## src/sbc_pkg.sv

```systemverilog
// ----------------------------------------------------------------------------
// sbc_pkg
// Shared types, constants and round functions of the SHA-256 block compressor.
// ----------------------------------------------------------------------------
package sbc_pkg;

  typedef struct packed {
    logic [31:0] msg_word;
    logic        restart;
    logic        first;
    logic        last;
  } sbc_entry_t;

  typedef struct packed {
    logic       valid;
    sbc_entry_t entry;
  } sbc_push_t;

  localparam logic [31:0] InitHash [8] = '{
    32'h6a09e667, 32'hbb67ae85, 32'h3c6ef372, 32'ha54ff53a,
    32'h510e527f, 32'h9b05688c, 32'h1f83d9ab, 32'h5be0cd19
  };

  localparam logic [31:0] RoundConst [64] = '{
    32'h428a2f98, 32'h71374491, 32'hb5c0fbcf, 32'he9b5dba5,
    32'h3956c25b, 32'h59f111f1, 32'h923f82a4, 32'hab1c5ed5,
    32'hd807aa98, 32'h12835b01, 32'h243185be, 32'h550c7dc3,
    32'h72be5d74, 32'h80deb1fe, 32'h9bdc06a7, 32'hc19bf174,
    32'he49b69c1, 32'hefbe4786, 32'h0fc19dc6, 32'h240ca1cc,
    32'h2de92c6f, 32'h4a7484aa, 32'h5cb0a9dc, 32'h76f988da,
    32'h983e5152, 32'ha831c66d, 32'hb00327c8, 32'hbf597fc7,
    32'hc6e00bf3, 32'hd5a79147, 32'h06ca6351, 32'h14292967,
    32'h27b70a85, 32'h2e1b2138, 32'h4d2c6dfc, 32'h53380d13,
    32'h650a7354, 32'h766a0abb, 32'h81c2c92e, 32'h92722c85,
    32'ha2bfe8a1, 32'ha81a664b, 32'hc24b8b70, 32'hc76c51a3,
    32'hd192e819, 32'hd6990624, 32'hf40e3585, 32'h106aa070,
    32'h19a4c116, 32'h1e376c08, 32'h2748774c, 32'h34b0bcb5,
    32'h391c0cb3, 32'h4ed8aa4a, 32'h5b9cca4f, 32'h682e6ff3,
    32'h748f82ee, 32'h78a5636f, 32'h84c87814, 32'h8cc70208,
    32'h90befffa, 32'ha4506ceb, 32'hbef9a3f7, 32'hc67178f2
  };

  function automatic logic [31:0] rotr(input logic [31:0] v, input int unsigned n);
    rotr = (v >> n) | (v << (32 - n));
  endfunction

  function automatic logic [31:0] big_sig0(input logic [31:0] v);
    big_sig0 = rotr(v, 2) ^ rotr(v, 13) ^ rotr(v, 22);
  endfunction

  function automatic logic [31:0] big_sig1(input logic [31:0] v);
    big_sig1 = rotr(v, 6) ^ rotr(v, 11) ^ rotr(v, 25);
  endfunction

  function automatic logic [31:0] small_sig0(input logic [31:0] v);
    small_sig0 = rotr(v, 7) ^ rotr(v, 18) ^ (v >> 3);
  endfunction

  function automatic logic [31:0] small_sig1(input logic [31:0] v);
    small_sig1 = rotr(v, 17) ^ rotr(v, 19) ^ (v >> 10);
  endfunction

endpackage

```

## src/sbc_if.sv

```systemverilog
// ----------------------------------------------------------------------------
// sbc_in_if / sbc_out_if
// Valid/ready channels for message words in and digest words out.
// ----------------------------------------------------------------------------
interface sbc_in_if;
  logic        valid;
  logic        ready;
  logic [31:0] msg_word;
  logic        restart;

  modport source (output valid, output msg_word, output restart, input ready);
  modport sink (input valid, input msg_word, input restart, output ready);
endinterface

interface sbc_out_if;
  logic        valid;
  logic        ready;
  logic [31:0] digest_word;
  logic [2:0]  word_index;
  logic        last;

  modport source (output valid, output digest_word, output word_index, output last,
                  input ready);
  modport sink (input valid, input digest_word, input word_index, input last,
                output ready);
endinterface

```

## src/sbc_front.sv

```systemverilog
// ----------------------------------------------------------------------------
// sbc_front
// Accepts message words and tags the first and last word of each 16-word block.
// ----------------------------------------------------------------------------
module sbc_front
  import sbc_pkg::*;
(
  input  logic      clk,
  input  logic      rst_n,
  sbc_in_if.sink    in_if,
  input  logic      q_full,
  output sbc_push_t push
);

  logic [3:0] word_pos_r;
  logic       first;

  assign first        = (word_pos_r == 4'd0);
  assign in_if.ready  = !q_full;

  always_comb begin
    push.valid          = in_if.valid && !q_full;
    push.entry.msg_word = in_if.msg_word;
    push.entry.restart  = in_if.restart && first;
    push.entry.first    = first;
    push.entry.last     = (word_pos_r == 4'hf);
  end

  always_ff @(posedge clk) begin
    if (!rst_n) begin
      word_pos_r <= 4'd0;
    end else if (push.valid) begin
      word_pos_r <= word_pos_r + 4'd1;
    end
  end

endmodule

```

## src/sbc_queue.sv

```systemverilog
// ----------------------------------------------------------------------------
// sbc_queue
// Small FIFO of tagged message words between the front and the round engine.
// ----------------------------------------------------------------------------
module sbc_queue
  import sbc_pkg::*;
#(
  parameter int DEPTH = 4
)
(
  input  logic      clk,
  input  logic      rst_n,
  input  sbc_push_t push,
  output logic      full,
  output sbc_push_t head,
  input  logic      pop
);

  localparam int PTR_W = $clog2(DEPTH);
  localparam int CNT_W = $clog2(DEPTH + 1);

  sbc_entry_t         mem_r [DEPTH];
  logic [PTR_W-1:0]   wr_ptr_r;
  logic [PTR_W-1:0]   rd_ptr_r;
  logic [CNT_W-1:0]   count_r;
  logic               do_push;
  logic               do_pop;

  assign full       = (count_r == CNT_W'(DEPTH));
  assign head.valid = (count_r != '0);
  assign head.entry = mem_r[rd_ptr_r];
  assign do_push    = push.valid && !full;
  assign do_pop     = pop && head.valid;

  always_ff @(posedge clk) begin
    if (!rst_n) begin
      wr_ptr_r <= '0;
      rd_ptr_r <= '0;
      count_r  <= '0;
    end else begin
      if (do_push) begin
        wr_ptr_r <= (wr_ptr_r == PTR_W'(DEPTH - 1)) ? '0 : wr_ptr_r + PTR_W'(1);
      end
      if (do_pop) begin
        rd_ptr_r <= (rd_ptr_r == PTR_W'(DEPTH - 1)) ? '0 : rd_ptr_r + PTR_W'(1);
      end
      if (do_push && !do_pop) begin
        count_r <= count_r + CNT_W'(1);
      end else if (do_pop && !do_push) begin
        count_r <= count_r - CNT_W'(1);
      end
    end
  end

  always_ff @(posedge clk) begin
    if (do_push) begin
      mem_r[wr_ptr_r] <= push.entry;
    end
  end

endmodule

```

## src/sbc_back.sv

```systemverilog
// ----------------------------------------------------------------------------
// sbc_back
// Collects a block, runs the 64 rounds, adds the chaining value and emits it.
// ----------------------------------------------------------------------------
module sbc_back
  import sbc_pkg::*;
(
  input  logic      clk,
  input  logic      rst_n,
  input  sbc_push_t head,
  output logic      pop,
  sbc_out_if.source out_if
);

  typedef enum logic [3:0] {
    ST_COLLECT = 4'b0001,
    ST_ROUND   = 4'b0010,
    ST_ADD     = 4'b0100,
    ST_EMIT    = 4'b1000
  } state_t;

  state_t      state_r;
  state_t      state_nxt;
  logic [5:0]  round_r;
  logic [2:0]  emit_idx_r;
  logic        restart_r;
  logic [31:0] w_r     [16];
  logic [31:0] v_r     [8];
  logic [31:0] chain_r [8];

  logic        take;
  logic        block_done;
  logic        out_take;
  logic [31:0] w_new;
  logic [31:0] t1;
  logic [31:0] t2;
  logic [31:0] ch;
  logic [31:0] maj;

  assign pop        = (state_r == ST_COLLECT);
  assign take       = pop && head.valid;
  assign block_done = take && head.entry.last;
  assign out_take   = out_if.valid && out_if.ready;

  assign out_if.valid       = (state_r == ST_EMIT);
  assign out_if.digest_word = chain_r[emit_idx_r];
  assign out_if.word_index  = emit_idx_r;
  assign out_if.last        = (emit_idx_r == 3'd7);

  always_comb begin
    ch    = v_r[6] ^ (v_r[4] & (v_r[5] ^ v_r[6]));
    maj   = (v_r[0] & v_r[1]) | (v_r[2] & (v_r[0] | v_r[1]));
    t1    = v_r[7] + big_sig1(v_r[4]) + ch + RoundConst[round_r] + w_r[0];
    t2    = big_sig0(v_r[0]) + maj;
    w_new = w_r[0] + small_sig0(w_r[1]) + w_r[9] + small_sig1(w_r[14]);
  end

  always_comb begin
    state_nxt = state_r;
    unique case (state_r)
      ST_COLLECT: begin
        if (block_done) begin
          state_nxt = ST_ROUND;
        end
      end
      ST_ROUND: begin
        if (round_r == 6'd63) begin
          state_nxt = ST_ADD;
        end
      end
      ST_ADD: begin
        state_nxt = ST_EMIT;
      end
      ST_EMIT: begin
        if (out_take && out_if.last) begin
          state_nxt = ST_COLLECT;
        end
      end
      default: begin
        state_nxt = ST_COLLECT;
      end
    endcase
  end

  always_ff @(posedge clk) begin
    if (!rst_n) begin
      state_r    <= ST_COLLECT;
      round_r    <= 6'd0;
      emit_idx_r <= 3'd0;
      restart_r  <= 1'b0;
      for (int j = 0; j < 8; j++) begin
        chain_r[j] <= InitHash[j];
      end
    end else begin
      state_r <= state_nxt;
      if (take && head.entry.first) begin
        restart_r <= head.entry.restart;
      end
      if (block_done && restart_r) begin
        for (int j = 0; j < 8; j++) begin
          chain_r[j] <= InitHash[j];
        end
      end
      if (state_r == ST_ROUND) begin
        round_r <= round_r + 6'd1;
      end
      if (state_r == ST_ADD) begin
        for (int j = 0; j < 8; j++) begin
          chain_r[j] <= chain_r[j] + v_r[j];
        end
      end
      if (out_take) begin
        emit_idx_r <= emit_idx_r + 3'd1;
      end
    end
  end

  always_ff @(posedge clk) begin
    if (take) begin
      for (int j = 0; j < 15; j++) begin
        w_r[j] <= w_r[j + 1];
      end
      w_r[15] <= head.entry.msg_word;
    end else if (state_r == ST_ROUND) begin
      for (int j = 0; j < 15; j++) begin
        w_r[j] <= w_r[j + 1];
      end
      w_r[15] <= w_new;
    end

    if (block_done) begin
      for (int j = 0; j < 8; j++) begin
        v_r[j] <= restart_r ? InitHash[j] : chain_r[j];
      end
    end else if (state_r == ST_ROUND) begin
      v_r[7] <= v_r[6];
      v_r[6] <= v_r[5];
      v_r[5] <= v_r[4];
      v_r[4] <= v_r[3] + t1;
      v_r[3] <= v_r[2];
      v_r[2] <= v_r[1];
      v_r[1] <= v_r[0];
      v_r[0] <= t1 + t2;
    end
  end

endmodule

```

## src/sha256_block_compress_top.sv

```systemverilog
// ----------------------------------------------------------------------------
// sha256_block_compress_top
// SHA-256 compression of a pre-padded stream of 32-bit message words.
// ----------------------------------------------------------------------------
// Each item in is one big-endian message word; sixteen items form a block, and
// restart on a block's first item loads the standard initial hash value first.
// After each block the eight updated chaining words come out as eight items,
// a first and h last, the last one flagged. A block's words are pulled from
// the input queue, run through the rounds in the single round unit and the
// feed-forward add, and then the digest is delivered; the next block is not
// pulled until the last digest item is taken. The input queue of QUEUE_DEPTH
// words takes items until it is full while a block is compressed or delivered.
module sha256_block_compress_top
  import sbc_pkg::*;
#(
  parameter int QUEUE_DEPTH = 4
)
(
  input  logic      clk,
  input  logic      rst_n,
  sbc_in_if.sink    in_if,
  sbc_out_if.source out_if
);

  sbc_push_t push;
  sbc_push_t head;
  logic      q_full;
  logic      pop;

  sbc_front u_front (
    .clk    (clk),
    .rst_n  (rst_n),
    .in_if  (in_if),
    .q_full (q_full),
    .push   (push)
  );

  sbc_queue #(
    .DEPTH (QUEUE_DEPTH)
  ) u_queue (
    .clk   (clk),
    .rst_n (rst_n),
    .push  (push),
    .full  (q_full),
    .head  (head),
    .pop   (pop)
  );

  sbc_back u_back (
    .clk    (clk),
    .rst_n  (rst_n),
    .head   (head),
    .pop    (pop),
    .out_if (out_if)
  );

endmodule

```

## src/flat_wrapper.sv

```systemverilog
// flat-port wrapper written by rule: the top's interface ports become plain ports
module sha256_block_compress_top_flat import sbc_pkg::*;
#(
  parameter int QUEUE_DEPTH = 4
)
  (clk, rst_n, in_if_valid, in_if_msg_word, in_if_restart, in_if_ready, out_if_valid, out_if_digest_word, out_if_word_index, out_if_last, out_if_ready);
  sbc_in_if in_if_i ();
  sbc_out_if out_if_i ();
  input  logic clk;
  input  logic rst_n;
  input wire logic [$bits(in_if_i.valid)-1:0] in_if_valid;
  input wire logic [$bits(in_if_i.msg_word)-1:0] in_if_msg_word;
  input wire logic [$bits(in_if_i.restart)-1:0] in_if_restart;
  output wire logic [$bits(in_if_i.ready)-1:0] in_if_ready;
  output wire logic [$bits(out_if_i.valid)-1:0] out_if_valid;
  output wire logic [$bits(out_if_i.digest_word)-1:0] out_if_digest_word;
  output wire logic [$bits(out_if_i.word_index)-1:0] out_if_word_index;
  output wire logic [$bits(out_if_i.last)-1:0] out_if_last;
  input wire logic [$bits(out_if_i.ready)-1:0] out_if_ready;
  assign in_if_i.valid = in_if_valid;
  assign in_if_i.msg_word = in_if_msg_word;
  assign in_if_i.restart = in_if_restart;
  assign in_if_ready = in_if_i.ready;
  assign out_if_valid = out_if_i.valid;
  assign out_if_digest_word = out_if_i.digest_word;
  assign out_if_word_index = out_if_i.word_index;
  assign out_if_last = out_if_i.last;
  assign out_if_i.ready = out_if_ready;
  sha256_block_compress_top #(.QUEUE_DEPTH(QUEUE_DEPTH)) u_core (.clk(clk), .rst_n(rst_n), .in_if(in_if_i), .out_if(out_if_i));
endmodule
```

## config.mk

```make
export PLATFORM = sky130hd
export DESIGN_NAME = sha256_block_compress_top_flat
export DESIGN_NICKNAME = d
export VERILOG_FILES = /design/src/sbc_pkg.sv /design/src/sbc_if.sv /design/src/sbc_front.sv /design/src/sbc_queue.sv /design/src/sbc_back.sv /design/src/sha256_block_compress_top.sv /design/src/flat_wrapper.sv
export SDC_FILE = /design/constraint.sdc
export NUM_CORES = 2
export LEC_CHECK = 0
export BUFFER_PORTS_ARGS = -buffer_cell sky130_fd_sc_hd__buf_2
export CAP_MARGIN = 20
export CORE_ASPECT_RATIO = 0.9
export CORE_MARGIN = 8
export CORE_UTILIZATION = 35
export DETAILED_ROUTE_END_ITERATION = 10
export SLEW_MARGIN = 30
export SYNTH_ARGS = -nofsm -noshare
export SYNTH_HDL_FRONTEND = slang
export SYNTH_SLANG_ARGS = --single-unit
```

## constraint.sdc

```tcl
create_clock -name clk -period 22.7 [get_ports clk]
set_input_delay 1.135 -clock clk [delete_from_list [all_inputs] [get_ports clk]]
set_output_delay 1.135 -clock clk [all_outputs]
set_load 0.005 [all_outputs]
```

After elaboration in Yosys (flattened, before gate mapping)
Memory sizes are Yosys's and may differ from the RTL's. A register that Yosys moved wholly into a read port is not among the register bits.
Index checks and enable logic that the tools add are counted.
{"block": "op_classes", "n_addsub": 25, "magnitude_cmp": 1, "n_eq_ne": 13, "n_mux": 80, "bitwise_logic": 66, "n_reduce_logical": 18}
{"cell": "2-to-1 mux 32 bit", "count": 50}
{"cell": "adder 32 bit", "count": 18}
{"cell": "bitwise XOR 32 bit", "count": 8}
{"cell": "AND 32 bit", "count": 3}
{"cell": "bitwise OR 32 bit", "count": 2}
{"cell": "bitwise OR 1 bit", "count": 40}
{"cell": "bitwise OR 10 x 32 -> 32 bit", "count": 1}
{"cell": "bitwise OR 13 x 32 -> 32 bit", "count": 1}
{"cell": "bitwise OR 14 x 32 -> 32 bit", "count": 1}
{"cell": "bitwise OR 15 x 32 -> 32 bit", "count": 1}
{"cell": "bitwise OR 19 x 32 -> 32 bit", "count": 1}
{"cell": "bitwise OR 21 x 32 -> 32 bit", "count": 1}
{"cell": "bitwise OR 25 x 32 -> 32 bit", "count": 1}
{"cell": "bitwise OR 26 x 32 -> 32 bit", "count": 1}
{"cell": "bitwise OR 30 x 32 -> 32 bit", "count": 1}
{"cell": "bitwise OR 7 x 32 -> 32 bit", "count": 1}
{"cell": "bitwise XOR 32 x 22 -> 32 bit", "count": 1}
{"cell": "bitwise XOR 32 x 29 -> 32 bit", "count": 1}
{"cell": "2-to-1 mux 1 bit", "count": 18}
{"cell": "one-hot mux 4 bit (4 select lines)", "count": 1}
{"cell": "2-to-1 mux 3 bit", "count": 4}
{"cell": "2-to-1 mux 4 bit", "count": 3}
{"cell": "logical AND 1 bit", "count": 11}
{"cell": "equality test 4 bit, second input constant", "count": 2}
{"cell": "other kinds (21)", "count": 31}
{"block": "word_totals", "reg_bits": 25, "ram_bits": 1164, "mem_bits_ro": 2048, "inputBits": 37, "out_inout_bits": 38, "wordCells": 216, "mem_count": 5}
{"name": "(no name shown)", "depth": 64, "width": 32, "rd": 1, "rd_clocked_by_memory_dff": 0, "write_ports": 0, "line_no": "sbc_back.sv:53", "text": "t1 = v_r[7] + big_sig1(v_r[4]) + ch + RoundConst[round_r] + w_r[0];"}
{"name": "u_core.u_back.w_r", "depth": 16, "width": 32, "rd": 16, "rd_clocked_by_memory_dff": 0, "write_ports": 16, "line_no": "sbc_back.sv:27", "text": "logic [31:0] w_r [16];"}
{"name": "u_core.u_back.chain_r", "depth": 8, "width": 32, "rd": 9, "rd_clocked_by_memory_dff": 1, "write_ports": 8, "line_no": "sbc_back.sv:29", "text": "logic [31:0] chain_r [8];"}
{"name": "u_core.u_back.v_r", "depth": 8, "width": 32, "rd": 8, "rd_clocked_by_memory_dff": 0, "write_ports": 8, "line_no": "sbc_back.sv:28", "text": "logic [31:0] v_r [8];"}
{"name": "u_core.u_queue.mem_r", "depth": 4, "width": 35, "rd": 1, "rd_clocked_by_memory_dff": 1, "write_ports": 1, "line_no": "sbc_queue.sv:22", "text": "sbc_entry_t mem_r [DEPTH];"}

Longest topological paths before layout
An unclocked memory read counts as a cell.
{"block": "logic_depth", "ltp_word": 10, "ltp_mapped": 43, "depth_no_buf": 42}

Cells and area by module
Synthesis repeated with hierarchy kept, for this count alone.
{"block": "hier_totals", "cells_unflattened": 6406, "hier_area_um2": 72374.4}
{"module": "sbc_back", "instances": 1, "cells_each": 6115, "area_each_um2": 66311.1}
{"module": "sbc_queue", "instances": 1, "cells_each": 234, "area_each_um2": 5584.1}
{"module": "sbc_front", "instances": 1, "cells_each": 57, "area_each_um2": 479.2}

Worst setup path before layout
OpenSTA, ideal clock, no wires.
{"block": "synth_timing", "kind": "reg-to-reg", "startpoint": "reg u_core.u_back.state_r[2]", "endpoint": "mem u_core.u_back.w_r[0][0], enable pin", "arrival_time_ns": 9.553, "t_required_ns": 19.060, "path_slack_ns": 9.507, "path_stages_with_launch": 7, "path_buffers": 2, "cell_sequence": "dfxtp_1 or4b_1 nor2_1 inv_1 clkbuf_1 clkbuf_1 nand2_1"}
{"item": "from (decl)", "line_no": "sbc_back.sv:22", "text": "state_t state_r;"}
{"item": "from (signal assigned)", "line_no": "sbc_back.sv:95", "text": "state_r <= state_nxt;"}
{"item": "to (decl)", "line_no": "sbc_back.sv:27"}

==> results.cfg <==
[run_status]
status = complete, no violations

[timing]
finalSetupTns_ps = 0
hold_viol_final = 0
grt_setup_unrepaired = no
finalWorstPathRequiredPeriod_ps = 10540
finalSetupViolCount = 0
max_freq_mhz = 94.8
final-max-slew-violation-count = 0
fin_crit_sh_pct = 46.5
skew_ps = 55.2
slew_headroom_pct = 31.0
worst_pin_slew_ps = 1020

[clocking]
htree_levels = 4
clock-sinks = 1194
ctsLongestPathBuffers = 3
clk_pin_slew_ps = 60
ctsResizeCount = 0
numCtsBuffers = 137
clk_latency_ps = 830
cts_tree = done
postCtsSetupBuffers = 0
cts-root-buf = clkbuf_16
hold_buffers = 0

[min_path]
hold_path_end = u_core.u_back.w_r[1][4]
hp-class = flop to flop
hold_depth = 0
min-delay-start = u_core.u_back.w_r[1][36]

[die]
coreArea_um2 = 205000
die_h_um = 447
row_count = 158
fp.dieW_um = 494
dieArea_um2 = 221000
pin_count = 75
initial_utilization_pct = 35.1

[setup_path]
crit_path_end_kind = flop
worst_path_max_delay_cell = nor2_1
start_kind = flop
crit_type = flop to flop
path_max_fanout = 21
path_common_cell = fa_1
rr_endpoint = u_core.u_back.v_r[0][28]
max_stage_delay_ps = 760
r2r_start = u_core.u_back.round_r[1]
reg2reg_depth = 40
required_ps = 23220
worstPathArrival_ps = 11070
r2r_setup_slack_ps = 12160

[finish]
syn2layout_area_growth_pct = 11.0
fillerInstances = 19600
nets = 7014
drive_above_1_share_pct = 8.77

[placed_design]
gp_congestion = 0.962
dpl.hpwl_um = 168000
io_buffers = 74

[synth]
synthFlopType = edfxtp_1
synth-edff-count = 1132
synth_warnings = 0
ys_ff_latch = 1194
syn_nets = 7016
avgSynthCellArea_um2 = 11.3
async_reset_ff_share_pct = 0
yosysSeqAreaShare_pct = 48.9
syn_inst = 6380
syn-cell-area_um2 = 72100
yosysUniqueCellTypes = 96

[global_routing]
grt_first_pass_wirelength_um = 327000
overflow = 0
grt_start_max_net_pins = 206
antenna_found_initial = 9
grt_pass1_vias = 48000
track_usage_pct = 19.8

[routing]
drt-wirelength-per-cell_um = 24.4
drtAntennaViolNets = 0
vias = 50600
drt_pass1_iterations = 6
drcViolationCount = 0
drt_wl_total_um = 225000
viasPerCell = 5.49
initialDrtViolationCount = 5600

[run]
max_cap_viol_count = 0
registers in the layout, summed over array words and instances, names as in the netlist, named ones only:
| signal | flops |
|---|---|
| u_core.u_back.chain_r | 256 |
| u_core.u_back.out_if.word_index | 3 |
| u_core.u_back.restart_r | 1 |
| u_core.u_back.round_r | 6 |
| u_core.u_back.state_r | 4 |
| u_core.u_back.v_r | 256 |
| u_core.u_back.w_r | 512 |
| u_core.u_front.word_pos_r | 4 |
| u_core.u_queue.count_r | 3 |
| u_core.u_queue.mem_r | 140 |
| u_core.u_queue.rd_ptr_r | 2 |
| u_core.u_queue.wr_ptr_r | 2 |
cell families (layout without fill, tap and decap cells):
family	after synthesis	in the layout	synth area share (%)
multiplexers	176	176	4.30
flip-flops	1194	1194	48.9
AO/OA/AOI/OAI	1589	1589	13.7
XOR/XNOR	568	568	6.91
buffers and inverters	628	738	3.29
other	0	2	0
AND/OR/NAND/NOR	1623	1623	10.5
adder cells (fa/ha/maj)	602	602	12.5
worst max-delay path, delay by kind of cell (launching register included):
family                   cells  cell delay, ps
adder cells (fa/ha/maj)      8            3360
AO/OA/AOI/OAI               18            3620
buffers and inverters        6            1010
flip-flops                   1             300
AND/OR/NAND/NOR              6            1540
XOR/XNOR                     2             410
layout by cell type, fill, tap and decap left out, drive strengths merged, types with 14 or more instances in the layout:
| cell type | instances |
|---|---|
| nor2 | 423 |
| inv | 340 |
| nand3b | 42 |
| o21ai | 545 |
| o31ai | 25 |
| dfxtp | 62 |
| mux2i | 21 |
| or3 | 25 |
| buf | 152 |
| nor2b | 63 |
| a211o | 14 |
| o211ai | 27 |
| nor3 | 93 |
| ha | 403 |
| edfxtp | 1132 |
| xnor2 | 376 |
| clkbuf | 187 |
| nand2b | 149 |
| and2 | 30 |
| mux4 | 102 |
| nand4 | 23 |
| o21a | 61 |
| a21oi | 422 |
| a211oi | 36 |
| a21o | 202 |
| xor2 | 192 |
| a21boi | 23 |
| nand3 | 82 |
| o21bai | 51 |
| clkinv | 50 |
| mux2 | 53 |
| o311ai | 15 |
| a31oi | 41 |
| fa | 196 |
| nand2 | 594 |
| and3 | 37 |
Yosys cell counts, drive strengths merged, types with 36 or more instances:
| library cell | count | area share, % |
|---|---|---|
| edfxtp | 1132 | 47 |
| nand2 | 594 | 3.1 |
| o21ai | 545 | 3.8 |
| nor2 | 423 | 2.2 |
| a21oi | 422 | 3.0 |
| ha | 403 | 7.0 |
| xnor2 | 376 | 4.6 |
| inv | 332 | 1.7 |
| clkbuf | 240 | 1.2 |
| a21o | 202 | 2.1 |
| fa | 196 | 5.4 |
| xor2 | 192 | 2.3 |
| nand2b | 149 | 1.3 |
| mux4 | 102 | 3.2 |
| nor3 | 93 | 0.66 |
| nand3 | 82 | 0.57 |
| nor2b | 63 | 0.55 |
| dfxtp | 62 | 1.7 |
| o21a | 61 | 0.64 |
| buf | 53 | 0.30 |
| mux2 | 53 | 0.83 |
| o21bai | 51 | 0.53 |
| nand3b | 42 | 0.44 |
| a31oi | 41 | 0.39 |
| and3 | 37 | 0.32 |
| a211oi | 36 | 0.40 |
per-stage QoR:
stage | std cells | hold WS, ps | util, % | worst slack [ps] | area [µm²]
CTS | 9209 | 376 | 39.0 | 12310 | 80000
global route | 9211 | 384 | 39.0 | 11510 | 80100
global placement | 8955 | 400 | 36.7 | 12390 | 75500
floorplan | 6380 | 400 | - | 9510 | 72100
detailed placement | 8958 | 405 | 36.8 | 12370 | 75500
finish | 9212 | 379 | 39.0 | 12160 | 80100
how the worst max path moves through the flow:
stage | start | to | slack, ps | cells after the start
after global routing | u_core.u_back.round_r[1] | u_core.u_back.v_r[0][28] | 11510 | 41
after floorplan | u_core.u_back.state_r[2] | u_core.u_back.w_r[0][0] | 9510 | 6
after global placement | u_core.u_back.round_r[1] | u_core.u_back.v_r[0][31] | 12390 | 41
after CTS | u_core.u_back.round_r[1] | u_core.u_back.v_r[0][31] | 12310 | 40
after detailed placement | u_core.u_back.round_r[1] | u_core.u_back.v_r[0][31] | 12370 | 40
final | u_core.u_back.round_r[1] | u_core.u_back.v_r[0][28] | 12160 | 40
per-layer routing:
metal | vias to the layer above | track usage (%) | routed length [µm]
li1 | 23200 | - | -
met1 | 25100 | 29.4 | 105000
met2 | 1971 | 27.0 | 90100
met3 | 335 | 6.67 | 23200
met4 | 6 | 5.69 | 6530
met5 | - | 0 | 37
final cells by class:
type,count,area (µm²),share of cell area (%)
Clock buffer,187,3710,4.63
Antenna cell,2,5.00,0.00625
Sequential cell,1194,35300,44.0
Clock inverter,64,758,0.947
Tap cell,2720,3400,4.25
Timing Repair Buffer,152,1070,1.33
Inverter,335,1260,1.57
Multi-Input combinational cell,4558,34600,43.2
Power is left out: the tool's default activity adds up to more than one toggle a clock period on the data nets, which glitch-free logic cannot reach.
